===== src/hdl/greedy_word_wrap_line_splitter_unit_assert.svh =====
// Assertion macros used by the word wrap RTL.
`ifndef GREEDY_WORD_WRAP_LINE_SPLITTER_UNIT_ASSERT_SVH
`define GREEDY_WORD_WRAP_LINE_SPLITTER_UNIT_ASSERT_SVH

// A condition that holds at every clock edge outside reset.
`define GWW_ASSERT_ALWAYS(label, clk, rst, cond) \
   label: assert property (@(posedge clk) disable iff (rst) (cond)) \
      else $error("assertion failed: label");

// A condition that implies another at the same edge.
`define GWW_ASSERT_IMPLIES(label, clk, rst, ante, cons) \
   label: assert property (@(posedge clk) disable iff (rst) (ante) |-> (cons)) \
      else $error("assertion failed: label");

// A condition that implies another at the next edge.
`define GWW_ASSERT_NEXT(label, clk, rst, ante, cons) \
   label: assert property (@(posedge clk) disable iff (rst) (ante) |=> (cons)) \
      else $error("assertion failed: label");

`endif


===== src/hdl/gww_pkg.sv =====
package gww_pkg;

   // Default text capacity in characters.
   localparam int TEXT_CAPACITY_DEFAULT = 4096;

   // Character codes with a special meaning.
   localparam logic [7:0] CHAR_NEWLINE = 8'd10;
   localparam logic [7:0] CHAR_SPACE   = 8'd32;

   // Register indexes of the configuration port.
   localparam logic [7:0] REG_LINE_COLUMNS    = 8'd0;
   localparam logic [7:0] REG_CURSOR_POSITION = 8'd1;

   // Register reset values.
   localparam logic [7:0]  LINE_COLUMNS_RESET    = 8'd80;
   localparam logic [11:0] CURSOR_POSITION_RESET = 12'd0;

   // Record kinds carried on the result channel's tuser.
   localparam logic RECORD_LINE   = 1'b0;
   localparam logic RECORD_CURSOR = 1'b1;

   // Field widths of the channels.
   localparam int CHAR_W   = 8;
   localparam int NUMBER_W = 13;
   localparam int OFFSET_W = 13;
   localparam int SIZE_W   = 8;
   localparam int COLUMN_W = 12;
   localparam int CURSOR_W = 12;
   localparam int RSP_DATA_W = 48;

   // Depth of the result queue, in items.
   localparam int QUEUE_DEPTH = 2;

   // Everything one item leaves for the result channel.
   typedef struct packed {
      logic [NUMBER_W-1:0] line_number;
      logic [OFFSET_W-1:0] line_offset;
      logic [SIZE_W-1:0]   line_size;
      logic                has_cursor;
      logic [NUMBER_W-1:0] cursor_line;
      logic [OFFSET_W-1:0] cursor_offset;
      logic [COLUMN_W-1:0] cursor_column;
   } bundle_type;

endpackage


===== src/hdl/greedy_word_wrap_line_splitter_unit.sv =====
// Greedy word wrap line splitter.
// The req channel carries one text character per transfer in req_tdata; req_tuser
// high marks the end of the text and its character is ignored. Each line that
// closes (newline, hard break of a full line without a space, or wrap after the
// last space) gives one line record on the rsp channel. The end marker gives the
// final line record and then a cursor record, the latter with rsp_tlast high.
// Characters past the text capacity are dropped silently.
// Configuration is written on the csr channel, which is always ready, while idle;
// the user must keep to that, as the block does not enforce it. The line state
// registers update at the req transfer and the records enter a two-item result
// queue in the same edge. A record appears on rsp in the cycle after its req
// transfer when the queue is empty. Characters flow at one per cycle while
// req_tready is high; the end marker gives two records on rsp, so when the next
// item also closes a line the queue fills and req_tready drops until the cursor
// record has been transferred. When the receiver stalls, the queue holds up to two
// items, after which req_tready goes low until a transfer frees a slot.
// Reset clears the line state and the queue and loads line_columns with 80 and
// cursor_position with 0.
module greedy_word_wrap_line_splitter_unit #(
   parameter int TEXT_CAPACITY = gww_pkg::TEXT_CAPACITY_DEFAULT
) (
   input  logic                         clock,
   input  logic                         reset,
   // Input characters.
   input  logic                         req_tvalid,
   output logic                         req_tready,
   input  logic [gww_pkg::CHAR_W-1:0]   req_tdata,  // [7:0] char_code
   input  logic                         req_tuser,  // [0] end_mark
   // Result records.
   output logic                         rsp_tvalid,
   input  logic                         rsp_tready,
   // [12:0] line_number, [25:13] line_offset, [33:26] line_size,
   // [45:34] cursor_column, [47:46] zero
   output logic [gww_pkg::RSP_DATA_W-1:0] rsp_tdata,
   output logic                         rsp_tuser,  // [0] record_kind
   output logic                         rsp_tlast,  // final_record
   // Configuration writes.
   input  logic                         csr_valid,
   output logic                         csr_ready,
   input  logic [7:0]                   csr_index,
   input  logic [gww_pkg::CURSOR_W-1:0] csr_data
);
   import gww_pkg::*;

`include "greedy_word_wrap_line_splitter_unit_assert.svh"

   localparam int IDX_W = $clog2(TEXT_CAPACITY + 1);
   localparam int CMP_W = (IDX_W > CURSOR_W) ? IDX_W : CURSOR_W;

   // Configuration registers.
   logic [7:0]          line_columns_ff;
   logic [CURSOR_W-1:0] cursor_position_ff;

   // Line state.
   logic [IDX_W-1:0]  char_index_ff, char_index_in;
   logic [IDX_W-1:0]  line_start_ff, line_start_in;
   logic [7:0]        col_count_ff, col_count_in;
   logic              space_seen_ff, space_seen_in;
   logic [IDX_W-1:0]  space_index_ff, space_index_in;
   logic [7:0]        space_count_ff, space_count_in;
   logic [IDX_W-1:0]  line_number_ff, line_number_in;
   logic [IDX_W-1:0]  cursor_line_ff, cursor_line_in;
   logic [IDX_W-1:0]  cursor_start_ff, cursor_start_in;

   // Result queue.
   bundle_type  queue_ff [QUEUE_DEPTH];
   logic [0:0]  wr_ptr_ff, rd_ptr_ff;
   logic [1:0]  count_ff, count_in;
   logic        phase_ff, phase_in;

   logic        req_accept, rsp_accept, push, pop;
   bundle_type  bundle, head;

   // Per character terms.
   logic [CMP_W-1:0] cursor_clamp;
   logic [7:0]       count_next;
   logic             is_space, seen_next, line_full, hard_close, wrap_close;
   logic [IDX_W-1:0] space_index_next;
   logic [7:0]       space_count_next;
   logic [IDX_W-1:0] next_start;

   assign csr_ready  = 1'b1;
   assign req_tready = (count_ff != 2'(QUEUE_DEPTH));
   assign req_accept = req_tvalid && req_tready;
   assign rsp_accept = rsp_tvalid && rsp_tready;

   // Configuration register writes.
   always_ff @(posedge clock) begin
      if (reset) begin
         line_columns_ff    <= LINE_COLUMNS_RESET;
         cursor_position_ff <= CURSOR_POSITION_RESET;
      end else if (csr_valid && csr_ready) begin
         case (csr_index)
            REG_LINE_COLUMNS:    line_columns_ff    <= csr_data[7:0];
            REG_CURSOR_POSITION: cursor_position_ff <= csr_data;
            default: ;
         endcase
      end
   end

   // The cursor is clamped to the last position that the text can hold.
   always_comb begin
      if (CMP_W'(cursor_position_ff) >= CMP_W'(TEXT_CAPACITY - 1)) begin
         cursor_clamp = CMP_W'(TEXT_CAPACITY - 1);
      end else begin
         cursor_clamp = CMP_W'(cursor_position_ff);
      end
   end

   // Terms for one incoming character.
   assign count_next       = col_count_ff + 8'd1;
   assign is_space         = (req_tdata == CHAR_SPACE);
   assign seen_next        = space_seen_ff || is_space;
   assign space_index_next = is_space ? char_index_ff : space_index_ff;
   assign space_count_next = is_space ? count_next : space_count_ff;
   assign line_full        = (count_next == line_columns_ff);
   assign hard_close       = (line_full && !seen_next) || (req_tdata == CHAR_NEWLINE);
   assign wrap_close       = line_full && !hard_close;
   assign next_start       = hard_close ? (char_index_ff + IDX_W'(1))
                                        : (space_index_next + IDX_W'(1));

   // Next line state and the result bundle of the accepted item.
   always_comb begin
      char_index_in   = char_index_ff;
      line_start_in   = line_start_ff;
      col_count_in    = col_count_ff;
      space_seen_in   = space_seen_ff;
      space_index_in  = space_index_ff;
      space_count_in  = space_count_ff;
      line_number_in  = line_number_ff;
      cursor_line_in  = cursor_line_ff;
      cursor_start_in = cursor_start_ff;
      push            = 1'b0;
      bundle.line_number   = NUMBER_W'(line_number_ff);
      bundle.line_offset   = OFFSET_W'(line_start_ff);
      bundle.line_size     = col_count_ff;
      bundle.has_cursor    = 1'b0;
      bundle.cursor_line   = NUMBER_W'(cursor_line_ff);
      bundle.cursor_offset = OFFSET_W'(cursor_start_ff);
      bundle.cursor_column = '0;
      if (req_accept) begin
         if (req_tuser) begin
            // End of text: final line, cursor record, and a fresh start.
            push              = 1'b1;
            bundle.has_cursor = 1'b1;
            if (char_index_ff != '0) begin
               bundle.cursor_column = COLUMN_W'(cursor_clamp - CMP_W'(cursor_start_ff));
            end
            char_index_in   = '0;
            line_start_in   = '0;
            col_count_in    = '0;
            space_seen_in   = 1'b0;
            space_index_in  = '0;
            space_count_in  = '0;
            line_number_in  = '0;
            cursor_line_in  = '0;
            cursor_start_in = '0;
         end else if (char_index_ff < IDX_W'(TEXT_CAPACITY)) begin
            char_index_in = char_index_ff + IDX_W'(1);
            if (hard_close || wrap_close) begin
               // The line closes and the next one opens at next_start.
               push             = 1'b1;
               bundle.line_size = hard_close ? count_next : space_count_next;
               col_count_in     = hard_close ? 8'd0 : (count_next - space_count_next);
               line_number_in   = line_number_ff + IDX_W'(1);
               line_start_in    = next_start;
               space_seen_in    = 1'b0;
               space_index_in   = '0;
               space_count_in   = '0;
               if (CMP_W'(next_start) <= cursor_clamp) begin
                  cursor_line_in  = line_number_ff + IDX_W'(1);
                  cursor_start_in = next_start;
               end
            end else begin
               col_count_in   = count_next;
               space_seen_in  = seen_next;
               space_index_in = space_index_next;
               space_count_in = space_count_next;
            end
         end
      end
   end

   // Line state registers.
   always_ff @(posedge clock) begin
      if (reset) begin
         char_index_ff   <= '0;
         line_start_ff   <= '0;
         col_count_ff    <= '0;
         space_seen_ff   <= 1'b0;
         space_index_ff  <= '0;
         space_count_ff  <= '0;
         line_number_ff  <= '0;
         cursor_line_ff  <= '0;
         cursor_start_ff <= '0;
      end else begin
         char_index_ff   <= char_index_in;
         line_start_ff   <= line_start_in;
         col_count_ff    <= col_count_in;
         space_seen_ff   <= space_seen_in;
         space_index_ff  <= space_index_in;
         space_count_ff  <= space_count_in;
         line_number_ff  <= line_number_in;
         cursor_line_ff  <= cursor_line_in;
         cursor_start_ff <= cursor_start_in;
      end
   end

   // The head item leaves after its last record has been transferred.
   assign head = queue_ff[rd_ptr_ff];
   assign pop  = rsp_accept && (phase_ff || !head.has_cursor);

   always_comb begin
      count_in = count_ff + 2'(push) - 2'(pop);
      phase_in = phase_ff;
      if (pop) begin
         phase_in = 1'b0;
      end else if (rsp_accept) begin
         phase_in = 1'b1;
      end
   end

   // Result queue control.
   always_ff @(posedge clock) begin
      if (reset) begin
         wr_ptr_ff <= '0;
         rd_ptr_ff <= '0;
         count_ff  <= '0;
         phase_ff  <= 1'b0;
      end else begin
         if (push) begin
            wr_ptr_ff <= wr_ptr_ff + 1'b1;
         end
         if (pop) begin
            rd_ptr_ff <= rd_ptr_ff + 1'b1;
         end
         count_ff <= count_in;
         phase_ff <= phase_in;
      end
   end

   // Result queue storage.
   always_ff @(posedge clock) begin
      if (push) begin
         queue_ff[wr_ptr_ff] <= bundle;
      end
   end

   // Present the line record first and the cursor record after it.
   assign rsp_tvalid = (count_ff != 2'd0);
   assign rsp_tuser  = phase_ff ? RECORD_CURSOR : RECORD_LINE;
   assign rsp_tlast  = phase_ff;
   always_comb begin
      if (phase_ff) begin
         rsp_tdata = {2'b00, head.cursor_column, 8'd0, head.cursor_offset,
                      head.cursor_line};
      end else begin
         rsp_tdata = {2'b00, 12'd0, head.line_size, head.line_offset,
                      head.line_number};
      end
   end

   // The queue never holds more than its depth.
   `GWW_ASSERT_ALWAYS(a_queue_bound, clock, reset, count_ff <= 2'(QUEUE_DEPTH))
   // The cursor phase is only entered for an item that carries a cursor record.
   `GWW_ASSERT_IMPLIES(a_cursor_phase, clock, reset, phase_ff,
      (count_ff != 2'd0) && head.has_cursor)
   // An end marker leaves the line state back at the start of a text.
   `GWW_ASSERT_NEXT(a_end_clears, clock, reset, req_accept && req_tuser,
      (char_index_ff == '0) && (line_number_ff == '0) && (col_count_ff == 8'd0))

endmodule

===== config.mk =====
export PLATFORM = sky130hd
export DESIGN_NAME = greedy_word_wrap_line_splitter_unit
export DESIGN_NICKNAME = d
export VERILOG_FILES = /design/src/hdl/gww_pkg.sv /design/src/hdl/greedy_word_wrap_line_splitter_unit.sv
export VERILOG_INCLUDE_DIRS = /design/src /design/src/hdl
export SDC_FILE = /design/constraint.sdc
export NUM_CORES = 1
export LEC_CHECK = 0
export BUFFER_PORTS_ARGS = -buffer_cell sky130_fd_sc_hd__buf_2
export CAP_MARGIN = 10
export CORE_ASPECT_RATIO = 0.9
export CORE_UTILIZATION = 50
export DETAILED_ROUTE_END_ITERATION = 8
export GPL_ROUTABILITY_DRIVEN = 0
export HOLD_SLACK_MARGIN = 0.08
export PLACE_DENSITY_LB_ADDON = 0.3
export SLEW_MARGIN = 20
export SYNTH_ARGS = -nofsm -noshare
export SYNTH_HDL_FRONTEND = slang
export SYNTH_SLANG_ARGS = --single-unit

===== constraint.sdc =====
create_clock -name clock -period 6.65 [get_ports clock]
set_input_delay 0.9975 -clock clock [delete_from_list [all_inputs] [get_ports clock]]
set_output_delay 0.9975 -clock clock [all_outputs]
set_load 0.05 [all_outputs]

==> results.md, run 1 <==
Outcome:
- The flow ran to the end, and the final reports show no timing, DRC or antenna violations.

Critical path:
- Data arrives at the worst endpoint at 6410 ps.
- The reg2reg setup slack is 720 ps.
- The cell family contributing the most delay on the critical path is compound AO/OA/AOI/OAI gates.
- STA puts the critical path data required time at 7130 ps.
- The worst-path maximum fanout is 19.
- The slowest stage cell on the critical path is sky130_fd_sc_hd__a31oi_2.
- STA classifies the critical path endpoint as a flip-flop.
- The most numerous cell type found on the critical path is sky130_fd_sc_hd__a21oi_1.
- The signal on the critical path passes through ha_1 > nand3_1 > nor2_1 > mux2_2 > o2111a_1 > a31oi_2 > o22ai_1 > o21ai_0 > and2_1 > ha_1 > a21oi_1 > nor2_1 > a2111oi_0 > a21oi_1 > o31ai_1 > o211ai_4 > buf_16 > or3_1 > a21oi_1.
- The delay of the slowest cell on the worst path is between 600 and 700 ps.
- The startpoint kind of the worst setup timing path is a flip-flop.
- The critical path is of the flip-flop to flip-flop type.
- The worst path buffer plus inverter count is 1.

Clock tree:
- The number of buffers created by CTS is 28.
- The post-CTS repair timing setup buffer count is 0.
- The maximum clock path buffer count is 3.
- The tree is rooted in a sky130_fd_sc_hd__clkbuf_16.
- The clock input transition at the sequential cells of the worst setup and hold paths is 60 ps.
- In this run, post-CTS repair resized a total of 0 instances.
- Counting every sink on the clock net gives 267.
- The CTS tree is built.
- The later-pin clock latency in the skew report is 550 ps.
- The maximum level of the CTS H-tree is 1.
- The number of hold-repair buffers added at the cts stage is 0.

GRT:
- For this run the aggregate overflow at the end of global routing stands at 0.
- The initial antenna violation count is 0.
- Entering global routing, the biggest net connects 80 pins.
- The wire length of the first global-routing pass is 45500 um.
- The global routing usage summed across all routing layers is 0.219.
- The number of global-route vias before repair was about 8.4k.

STA:
- Measured against its own limit, the worst slew margin works out to 0.307.
- The number of hold violations in the final report came to 0.
- The clock period could shrink to 5930 ps.
- Once routing completed, OpenROAD measured the worst setup slack at between 700 and 800 ps.
- Clock skew on the completed layout was measured at about 21 ps.
- The final hold slack is roughly 450 ps.
- Setup violations remaining at the end of the flow were counted as 0.
- Static timing analysis puts the maximum clock frequency at 169 MHz.
- Dividing the final minimum period by the clock period gives 0.892.
- The total negative slack is 0 ps.
- The transition time at the pin with the least slew margin is around 1000 ps.
- Setup repair after global routing left no endpoint under its margin.
- The max-slew violation count is 0.

Layout:
- The final core area utilization is 0.575.
- The proportion of layout cells with a drive suffix above 1 is 0.157.
- Summing all non-filler instances in the final layout gives an area of between 10000 and 15000 um2.
- The signed area change from the synthesized netlist to the final layout is 12.8%.
- The filler cells instantiated in the layout total 2091.
- 0 antenna diodes ended up in the layout.
- The top cell types in the final layout, fill and taps aside, are 146 x sky130_fd_sc_hd__edfxtp_1, 139 x sky130_fd_sc_hd__nor2_1, 119 x sky130_fd_sc_hd__dfxtp_1.
- The commonest non-fill, non-tap cell in the layout is sky130_fd_sc_hd__edfxtp_1.
- The net total in the final layout is approximately 1.3k.

Floorplanning:
- The die outline area is ~26000 um2.
- The boundary pin count is 87.
- The overall die width is 171 um.
- The site row count is 55.
- From bottom edge to top edge, the die measures 154 um.
- After floorplanning, the core was sized to cover ~25000 um2.
- For this configuration, the core starts out at a cell density of 0.510.

Detailed routing:
- In the routed layout, each cell is associated on average with a via count of 5.69.
- The number of design rule violations left after detail routing is 0.
- The routed design has 28500 um of wire.
- The length of the first detailed-routing pass in iterations is 6.
- The number of DRC markers after the initial detailed-route iteration is 863.
- The wire length per cell is 18.0 um.
- The count of nets left with antenna violations after detail routing is 0.
- The via count of the routed design is 8994.

Power and ir drop:
- The relative contribution of the clock network to total power is 0.377.
- The internal power contribution is between 3000 and 4000 uW.
- Of the total power, the share spent switching nets is 0.307.
- Summed over all nets, the switching power comes to 1380 uW.
- The worst-case IR drop observed on VDD is around 0.20 mV.
- The fraction of power consumed by combinational cells is 0.203.
- The ratio of total power to cell area is ~310 nW/um2.
- For this design the static power due to leakage is 0.00531 uW.
- The share of total power dissipated in sequential elements is 0.421.

Synthesis:
- The warning count from the yosys run is 0.
- The number of enable-type register cells in the synthesized netlist is 146.
- The prevailing post-synth register cell is sky130_fd_sc_hd__edfxtp_1.
- The sequential fraction of the synthesis area is 0.531.
- Synthesis handed over a netlist of 1181 instances.
- The mean instance size in the synthesized netlist is 10.8 um2.
- For this run, asynchronously set or reset flops after synthesis account for 0.
- In this run, synthesis produced a sequential element count of 267.
- The synthesized netlist occupies a cell area of 12800 um2.
- The unique cell type count in the Yosys netlist is 80.

Place:
- The port buffer count is 83.
- The post-placement cell area is ~13000 um2.
- Detailed placement finished with a half-perimeter wire length of 19400 um.
- OpenSTA, run right after detailed placement, puts the worst setup slack at 478 ps.

Worst hold path:
- The type of the most critical hold path is flip-flop to flip-flop.

Run:
- The tool flagged a number of max-cap violations equal to 0.
[worst paths after layout]
path / start / end / cells past startpoint
min reg2reg: cursor_line_ff[1] / queue_ff[0][26] / 0
max: col_count_ff[0] / cursor_line_ff[3] / 19
max reg2reg: col_count_ff[0] / cursor_line_ff[3] / 19
min: cursor_line_ff[1] / queue_ff[0][26] / 0
[state kept, by name (all words and copies together), names as in the netlist, named ones only]
name,flops
rsp_tlast,1
line_number_ff,13
rd_ptr_ff,1
count_ff,2
space_seen_ff,1
line_columns_ff,8
cursor_position_ff,12
cursor_line_ff,13
col_count_ff,8
line_start_ff,13
space_index_ff,13
cursor_start_ff,13
char_index_ff,13
queue_ff,146
wr_ptr_ff,1
space_count_ff,8
[cells in the mapped netlist, types with 5 or more instances]
cell type                  number  area share
sky130_fd_sc_hd__edfxtp_1     146        0.34
sky130_fd_sc_hd__nor2_1       140       0.041
sky130_fd_sc_hd__dfxtp_1      121        0.19
sky130_fd_sc_hd__nand2_1       93       0.027
sky130_fd_sc_hd__a21oi_1       78       0.030
sky130_fd_sc_hd__clkbuf_1      64       0.019
sky130_fd_sc_hd__mux2i_1       63       0.049
sky130_fd_sc_hd__o21ai_0       44       0.017
sky130_fd_sc_hd__inv_1         40       0.012
sky130_fd_sc_hd__ha_1          37       0.036
sky130_fd_sc_hd__xnor2_1       35       0.024
sky130_fd_sc_hd__nor3_1        28       0.011
sky130_fd_sc_hd__mux4_2        27       0.047
sky130_fd_sc_hd__nand3_1       27       0.011
sky130_fd_sc_hd__nor2b_1       23       0.011
sky130_fd_sc_hd__xor2_1        22       0.015
sky130_fd_sc_hd__a22oi_1       14      0.0082
sky130_fd_sc_hd__a22o_1        10      0.0068
sky130_fd_sc_hd__nand2b_1      10      0.0049
sky130_fd_sc_hd__nor4_1        10      0.0049
sky130_fd_sc_hd__buf_4          9      0.0053
sky130_fd_sc_hd__or3_1          9      0.0044
sky130_fd_sc_hd__a21o_1         8      0.0047
sky130_fd_sc_hd__buf_2          7      0.0027
sky130_fd_sc_hd__and2_1         6      0.0029
sky130_fd_sc_hd__and3_1         6      0.0029
sky130_fd_sc_hd__buf_1          6      0.0018
sky130_fd_sc_hd__nand4_1        6      0.0029
sky130_fd_sc_hd__a31oi_1        5      0.0024
[power groups by stage]
| stage | registers, uW | clock network [uW] | logic (uW) |
|---|---|---|---|
| after global routing | 1910 | 1790 | 970 |
| after global placement | 1930 | 0 | 913 |
| after CTS | 1900 | 1730 | 925 |
| final | 1900 | 1700 | 915 |
| after detailed placement | 1930 | 0 | 922 |
| after floorplan | 1890 | 0 | 760 |
[per-stage QoR]
| step | total power [uW] | std cells |
|---|---|---|
| after floorplan | 2650 | 1182 |
| after detailed placement | 2860 | 1529 |
| after global routing | 4670 | 1581 |
| after global placement | 2840 | 1528 |
| after CTS | 4550 | 1581 |
| final | 4510 | 1581 |
[metal layers]
metal / vias up / wire, um / track usage
met1: 4338 / 13100 / 0.320
met3: 44 / 1850 / 0.0347
met2: 295 / 13000 / 0.344
li1: 4317 / - / -
met5: - / 0 / 0
met4: 0 / 534 / 0.0468
[logic make-up (layout without fill, tap and decap cells)]
| kind of cell | count (synthesis) | in the layout | share of synthesized area |
|---|---|---|---|
| flip-flops | 267 | 267 | 0.531 |
| buffers and inverters | 129 | 186 | 0.0430 |
| XOR/XNOR | 57 | 57 | 0.0390 |
| AO/OA/AOI/OAI | 206 | 206 | 0.103 |
| multiplexers | 93 | 93 | 0.0993 |
| other | 2 | 3 | 0.000586 |
| AND/OR/NAND/NOR | 388 | 388 | 0.145 |
| adder cells (fa/ha/maj) | 39 | 39 | 0.0393 |
[layout make-up]
class | count | area [um2] | area share
clock buffer | 34 | 818 | 0.0566
clock inverter | 18 | 226 | 0.0157
inverter | 41 | 154 | 0.0107
multi-input combinational | 786 | 5490 | 0.380
sequential | 267 | 6810 | 0.471
tap | 342 | 428 | 0.0296
timing repair buffer | 93 | 526 | 0.0364
Note: power is estimated with default switching activity, not from simulation.
==> run 2: changes to the inputs <==
--- a/config.mk
+++ b/config.mk
@@ -12,6 +12,7 @@
 export CORE_UTILIZATION = 50
 export DETAILED_ROUTE_END_ITERATION = 8
 export GPL_ROUTABILITY_DRIVEN = 0
+export GPL_TIMING_DRIVEN = 0
 export HOLD_SLACK_MARGIN = 0.08
 export PLACE_DENSITY_LB_ADDON = 0.3
 export SLEW_MARGIN = 20
==> run 2 against run 1 <==
  * Final cell count grew 5.1%
  * Die area is the same
  * Clock-buffer cell count up 2
  * Global-route usage increased by 1.7 points
  * Highest routed layer unchanged
  * Wire length is 5.8% higher
  * Non-clock buffer count grew 82
  * Clock skew fell by 9.4 ps
  * Utilization is 0.80 points higher
  * Maximum frequency fell by 3.8%
  * First-iteration DRC count is 7.1% higher
  * Setup slack got worse by 240 ps
==> results.md, run 2 (synthesized netlist as in run 1, its figures left out) <==
Critical path:
- The critical path is of the input port to flip-flop type.
- The worst path buffer plus inverter count is 6.
- The worst-path maximum fanout is 10.
- At the worst endpoint, the required time is between 7000 and 8000 ps.
- The delay of the slowest cell on the worst path is 550 ps.
- The cell seen most often among critical-path stages is sky130_fd_sc_hd__nor2_1.
- The cell family contributing the most delay on the critical path is compound AO/OA/AOI/OAI gates.
- The kind of capture point of the worst setup path is a flip-flop.
- The slowest stage cell on the critical path is sky130_fd_sc_hd__a311oi_1.
- At the worst endpoint, the arrival time is between 6000 and 7000 ps.
- The worst setup path is launched from an input port.

Layout:
- Ranked by flip-flop count, first place goes to queue_ff.
- In the final layout, the share of cells above drive strength 1 is 0.147.
- Leaving out fill and tap cells, the most frequent cell in the layout is sky130_fd_sc_hd__edfxtp_1.
- At the end of the flow the core is filled with cells to 0.583.
- The signed area change from the synthesized netlist to the final layout is 14.4%.
- The number of flip-flops under the largest register name is 146.
- After the last flow step, the layout net total stands at 1372.
- The final non-filler cell area is 14700 um2.
- The library cells used most frequently in the layout, excluding fill and tap cells, are 146 x sky130_fd_sc_hd__edfxtp_1, 139 x sky130_fd_sc_hd__nor2_1, 121 x sky130_fd_sc_hd__dfxtp_1.
- The fill cell total of the finished layout is 2092.
- The number of inserted diodes is 0.

Power and ir drop:
- The worst ir drop on vdd is 0.166 mV.
- The leakage power total is approximately 0.0054 uW.
- The ratio of total power to cell area is 298 nW/um2.
- The total power after layout is 4360 uW.

Clock tree:
- In this run the number of H-tree levels came out at 1.
- For this design, the sink count on the clock tree is 267.
- The library cell used as clock root buffer is sky130_fd_sc_hd__clkbuf_16.
- Clock-pin slew was measured on the worst setup and hold paths at roughly 60 ps.
- Once the clock tree was built, the resizer swapped 0 gates to a different size.
- Clock latency on the worst-skew pair, taken at its later pin, is 560 ps.
- No sink is reached through more buffers than the 3 on the longest clock path.
- The number of clock buffers added by TritonCTS is 28.
- TritonCTS built the clock tree.

Floorplanning:
- The initialized floorplan defines 55 standard-cell rows.
- The die boundary height is 154 um.
- The overall die width is 171 um.
- The core region is between 20000 and 30000 um2.
- For this design the top-level I/O count stands at 87.
- The initial standard-cell utilization of the core is 0.510.
- The floorplan step defined a die boundary enclosing 26300 um2.

Detailed routing:
- The number of DRC markers after the initial detailed-route iteration is 924.
- The length of the first detailed-routing pass in iterations is 5.
- The final layout contains routed wiring with a total length of ~30000 um.
- The wire length per cell is 18.2 um.
- The average vias per placed instance is 5.61.
- The via count of the routed design is 9318.
- The number of design rule violations left after detail routing is 0.
- The detail route stage leaves a number of antenna-violating nets equal to 0.

Place:
- Summing all placed instances gives a cell area of 13800 um2.
- The port buffer count is 82.
- The wire-length estimate of the detail-placed layout is 22100 um.
- The worst setup slack after placement is -421 ps.

STA:
- The least setup slack across all paths after layout is ~480 ps.
- The worst pin sits at a relative slew slack of 0.320.
- Of the available clock period, the critical path in the final layout requires 0.928.
- The clock period could shrink to 6170 ps.
- The number of hold violations in the final report was 0.
- Setup violations remaining at the end of the flow were counted as 0.
- The worst setup skew after layout is 11.6 ps.
- Final hold analysis gives a worst-case slack of 456 ps.
- At the pin with the least slew margin, the transition time is 1010 ps.
- The max-slew violation count is 0.
- Setup repair after global routing left no endpoint under its margin.
- Timing would allow up to 162 MHz.

GRT:
- The largest net degree at the start of global routing is 43.
- For this run the aggregate overflow at the end of global routing stands at 0.
- The wire length of the first global-routing pass is 48300 um.
- The initial antenna violation count is 0.
- The number of global-route vias before repair came to 8960.
- In the global route stage, overall resource usage came out at 0.236.

Worst hold path:
- The path class of the tightest hold or removal check is flip-flop to flip-flop.

Run:
- The tool flagged a number of max-cap violations equal to 0.

Outcome:
- The flow ran to the end, and the final reports show no timing, DRC or antenna violations.
## run 2: cell count changes in the layout (fill, tap and decap cells not counted), moves of 2 or more
cell                        before  now
sky130_fd_sc_hd__buf_1           0    6
sky130_fd_sc_hd__buf_12          1    4
sky130_fd_sc_hd__buf_2          82   89
sky130_fd_sc_hd__bufinv_16       4    2
sky130_fd_sc_hd__clkbuf_1        1   70
sky130_fd_sc_hd__clkbuf_16      32   28
sky130_fd_sc_hd__clkinv_1        2    4
sky130_fd_sc_hd__clkinv_4        3    0
sky130_fd_sc_hd__dfxtp_1       119  121
## run 2: worst register-to-register path: cells and delay by family, from the launching register on
kind	cells	cell delay [ps]
buf+inv	3	690
mux	2	560
fa+ha+maj	2	590
compound gates	9	2440
flops	1	480
simple gates	5	840
## run 2: power breakdown
group	total [uW]	internal, uW	switching [uW]
clock network	1510	874	635
logic	1000	294	710
registers	1850	1820	28.4
## run 2: routing by layer
metal / routed length (um) / up-vias / part of all wire / global-route usage
met5: 0 / - / 0 / 0
li1: - / 4492 / - / -
met2: 13900 / 321 / 0.46 / 0.376
met1: 13600 / 4450 / 0.45 / 0.334
met3: 1910 / 55 / 0.063 / 0.0376
met4: 782 / 0 / 0.026 / 0.0674
## run 2: path summary, 6_finish.rpt
check,from,to,slack (ps),depth (start not counted)
setup / recovery,req_tdata[0],cursor_line_ff[5],480,25
setup reg to reg,col_count_ff[1],cursor_line_ff[5],920,21
hold / removal,line_number_ff[2],queue_ff[0][62],460,0
hold reg to reg,line_number_ff[2],queue_ff[0][62],460,0
## run 2: area by class of cell
class / count / area [um2] / area share
Inverter: 41 / 154 / 0.0105
Clock inverter: 14 / 143 / 0.00974
Buffer: 88 / 397 / 0.0271
Multi-Input combinational cell: 786 / 5470 / 0.373
Timing Repair Buffer: 87 / 505 / 0.0345
Clock buffer: 36 / 751 / 0.0512
Sequential cell: 267 / 6810 / 0.465
Tap cell: 342 / 428 / 0.0292
## run 2: timing repair
action | 4_1_cts | 5_1_grt
setup buffers | 0 | 1
setup endpoints to repair | 0 | 26
hold buffers | 0 | 0
## run 2: per-stage QoR
stage / setup TNS (ps) / std cells
5_1_grt: 0 / 1661
4_1_cts: 0 / 1660
6_report: 0 / 1661
3_5_place_dp: -8640 / 1610
2_1_floorplan: 0 / 1182
3_3_place_gp: -128000 / 1606
==> run 3: changes to the inputs <==
--- a/config.mk
+++ b/config.mk
@@ -10,11 +10,13 @@
 export CAP_MARGIN = 10
 export CORE_ASPECT_RATIO = 0.9
 export CORE_UTILIZATION = 50
+export CTS_BUF_LIST = sky130_fd_sc_hd__clkbuf_2
 export DETAILED_ROUTE_END_ITERATION = 8
 export GPL_ROUTABILITY_DRIVEN = 0
 export GPL_TIMING_DRIVEN = 0
 export HOLD_SLACK_MARGIN = 0.08
 export PLACE_DENSITY_LB_ADDON = 0.3
+export SKIP_LAST_GASP = 1
 export SLEW_MARGIN = 20
 export SYNTH_ARGS = -nofsm -noshare
 export SYNTH_HDL_FRONTEND = slang
==> run 3 against run 2 <==
  * Sequential power is essentially flat
  * First-iteration DRC count down 0.22%
  * Largest power group unchanged
  * Power is 6.2% lower
  * Utilization decreased by 0.76 points
  * Clock skew rose by 89 ps
  * Non-clock buffer count stayed put
  * Clock power is 18% lower
==> results.md, run 3 (synthesized netlist as in run 1, its figures left out) <==
Clock tree:
- The number of hold-repair buffers added at the cts stage is 0.
- The maximum level of the CTS H-tree is 3.
- The post-CTS repair timing setup buffer count is 0.
- The library cell used as clock root buffer is sky130_fd_sc_hd__clkbuf_2.
- The maximum clock path buffer count is 3.
- The CTS tree is built.
- The clock input transition at the sequential cells of the worst setup and hold paths is 110 ps.
- Once the clock tree was built, the resizer swapped 0 gates to a different size.
- Clock latency on the worst-skew pair, taken at its later pin, is roughly 870 ps.
- The clock sink count is 267.
- Buffers inserted during clock tree synthesis total 68.

Floorplanning:
- The floorplan step set the die width to 171 um.
- The site row count is 55.
- The die outline area is 26300 um2.
- In this run the standard cell core region covers 25100 um2.
- The floorplan step set the die height to between 150 and 200 um.
- During I/O placement, the number of pins put on the boundary was 87.
- For this configuration, the core starts out at a cell density of 0.510.

Layout:
- The number of standard cells in the layout, taps in and fillers out is between 1.5k and 2k.
- In the layout the commonest cells are 146 x sky130_fd_sc_hd__edfxtp_1, 139 x sky130_fd_sc_hd__nor2_1, 121 x sky130_fd_sc_hd__dfxtp_1.
- The commonest non-fill, non-tap cell in the layout is sky130_fd_sc_hd__edfxtp_1.
- Compared with the post-synthesis result, the final layout area differs by 12.9%.
- The largest register by flop count is queue_ff.
- In the final layout, the share of cells above drive strength 1 is 0.192.
- The number of flip-flops under the largest register name is approximately 150.
- The net count of the finished layout is 1412.

Detailed routing:
- Using the TritonRoute via totals, the vias-per-cell ratio works out to 5.53.
- The final routed wirelength across all metal layers is 30700 um.
- The number of DRC markers after the initial detailed-route iteration is 922.
- The count of nets left with antenna violations after detail routing is 0.
- After detailed routing, the average wire length per cell comes to 17.7 um.
- The length of the first detailed-routing pass in iterations is 5.
- The via count of the routed design is ~9.6k.
- In the routed design, unresolved DRC markers number 0.

STA:
- In this run the tightest slew margin relative to its limit is 0.367.
- Setup violations remaining at the end of the flow were counted as 0.
- Clock skew on the completed layout was measured at 101 ps.
- The transition time at the pin with the least slew margin is about 940 ps.
- After layout, the worst setup slack is approximately 740 ps.
- The max-slew violation count is 0.
- The post-route minimum period is ~5900 ps.
- The top achievable clock speed is around 170 MHz.
- Setup repair after global routing left no endpoint under its margin.
- The number of hold violations in the final report came to 0.
- Dividing the final minimum period by the clock period gives 0.889.

Critical path:
- The most critical setup path has its endpoint at cursor_line_ff[5].
- The delay of the slowest cell on the worst path is around 550 ps.
- In this run the critical register-to-register path is captured at cursor_line_ff[5].
- Measured in cells, the most critical reg-to-reg path has a length of 21.
- Of all nets on the critical path, the largest fanout is 10.
- The required time of the critical path is roughly 7300 ps.
- The most critical setup path has its startpoint at req_tdata[0].
- The most numerous cell type found on the critical path is sky130_fd_sc_hd__nor2_1.
- The number of stages on the worst setup path is 25.
- The kind of capture point of the worst setup path is a flip-flop.
- The startpoint of the worst-slack reg-to-reg timing path is col_count_ff[1].
- Broken down by cell family, the worst path's largest delay share belongs to compound AO/OA/AOI/OAI gates.
- Together, buffers and inverters on the worst path number 6.
- The arrival time at the worst endpoint is 6570 ps.
- The slowest stage cell on the critical path is sky130_fd_sc_hd__a311oi_1.
- The startpoint kind of the worst setup timing path is an input port.
- The path type of the worst setup path is input port to flip-flop.
- The reg2reg setup slack is ~810 ps.

Place:
- At the placement stage, the worst setup path has a slack of -421 ps.
- The port buffer count is 82.
- Summed over all nets, the half-perimeter wirelength after detailed placement is 22100 um.
- The number of instances in the placed design is roughly 1.6k.

GRT:
- The largest net degree at the start of global routing is 43.
- The initial antenna violation count was 1.
- The wire length of the first global-routing pass is 49100 um.
- The total overflow reported by the global router is 0.
- The number of global-route vias before repair is 9318.
- For this run, the total global-route usage over all layers was measured as 0.242.

Run:
- The max-capacitance violation count is 0.

Outcome:
- The run finished with clean final reports.

Power and ir drop:
- For this design the static power due to leakage is around 0.0055 uW.
- Across the VDD grid, the largest voltage drop is 0.103 mV.
- Dividing total power by cell area gives a power density of about 280 nW/um2.

Worst hold path:
- In this run the worst hold path is classified as flip-flop to flip-flop.
## run 3: cell types whose count changed in the layout (fill, tap and decap cells not counted)
cell / change
sky130_fd_sc_hd__clkbuf_8: -2
sky130_fd_sc_hd__inv_6: +1
sky130_fd_sc_hd__bufinv_16: +2
sky130_fd_sc_hd__clkinv_16: -1
sky130_fd_sc_hd__clkinv_1: +4
sky130_fd_sc_hd__clkinv_2: -5
sky130_fd_sc_hd__clkbuf_1: -6
sky130_fd_sc_hd__clkbuf_2: +105
sky130_fd_sc_hd__inv_2: +1
sky130_fd_sc_hd__diode_2: +1
sky130_fd_sc_hd__clkbuf_16: -28
## run 3: power by group
group / total [uW] / internal, uW / leakage, uW / switching, uW
clock network: 1240 / 573 / 0.000518 / 672
registers: 1840 / 1810 / 0.00239 / 27.6
logic: 1000 / 295 / 0.00256 / 709
total: 4090 / 2680 / 0.00547 / 1410
## run 3: worst min path at each step
| stage | end | slack (ps) | start | cells after the start |
|---|---|---|---|---|
| after floorplan | queue_ff[0][24] | 420 | cursor_start_ff[12] | 0 |
| after global placement | queue_ff[0][62] | 430 | line_number_ff[2] | 0 |
| after detailed placement | queue_ff[1][62] | 440 | line_number_ff[2] | 0 |
| after CTS | cursor_position_ff[9] | 400 | csr_data[9] | 3 |
| after global routing | line_columns_ff[4] | 400 | csr_data[4] | 2 |
| final | queue_ff[1][25] | 440 | cursor_line_ff[0] | 0 |
## run 3: per-layer routing
metal | vias up | share of wire | GRT usage
met1 | 4557 | 0.45 | 0.331
met3 | 63 | 0.070 | 0.0564
met2 | 342 | 0.46 | 0.375
met4 | 0 | 0.027 | 0.0879
met5 | - | 0 | 0
li1 | 4614 | - | -
## run 3: cell type report
type,instances,area (um2)
Tap cell,342,428
Sequential cell,267,6810
Timing Repair Buffer,87,505
Clock inverter,16,175
Inverter,41,154
Fill cell,2149,10700
Multi-Input combinational cell,786,5470
Antenna cell,1,2.50
Clock buffer,105,526
Buffer,88,397
## run 3: worst register-to-register path, cell delays in order, from the launching register on
cell                        delay (ps)
sky130_fd_sc_hd__dfxtp_1           490
sky130_fd_sc_hd__ha_1              350
sky130_fd_sc_hd__nand3_1           160
sky130_fd_sc_hd__nor2_1            330
sky130_fd_sc_hd__mux2_2            380
sky130_fd_sc_hd__o2111a_1          170
sky130_fd_sc_hd__a31oi_1           460
sky130_fd_sc_hd__buf_4             290
sky130_fd_sc_hd__o22ai_1           100
sky130_fd_sc_hd__o21ai_0           540
sky130_fd_sc_hd__and2_1            230
sky130_fd_sc_hd__ha_1              250
sky130_fd_sc_hd__a21oi_1           160
sky130_fd_sc_hd__nor2_1             60
sky130_fd_sc_hd__a2111oi_0         380
sky130_fd_sc_hd__a21oi_1           140
sky130_fd_sc_hd__o31ai_1           260
sky130_fd_sc_hd__o211ai_2          240
sky130_fd_sc_hd__buf_6             240
sky130_fd_sc_hd__buf_12            160
sky130_fd_sc_hd__mux2i_1           180
sky130_fd_sc_hd__nor2_1             60
## run 3: through the flow
step | area (um2) | TNS (ps) | utilization | hold WS [ps] | total power, uW
final | 14500 | 0 | 0.576 | 437 | 4090
after global routing | 14500 | 0 | 0.576 | 402 | 4270
after CTS | 14500 | 0 | 0.575 | 400 | 4120
after detailed placement | 13800 | -8640 | 0.547 | 443 | 2890
after global placement | 13700 | -128000 | 0.544 | 435 | 2880
after floorplan | 12800 | 0 | - | 418 | 2650
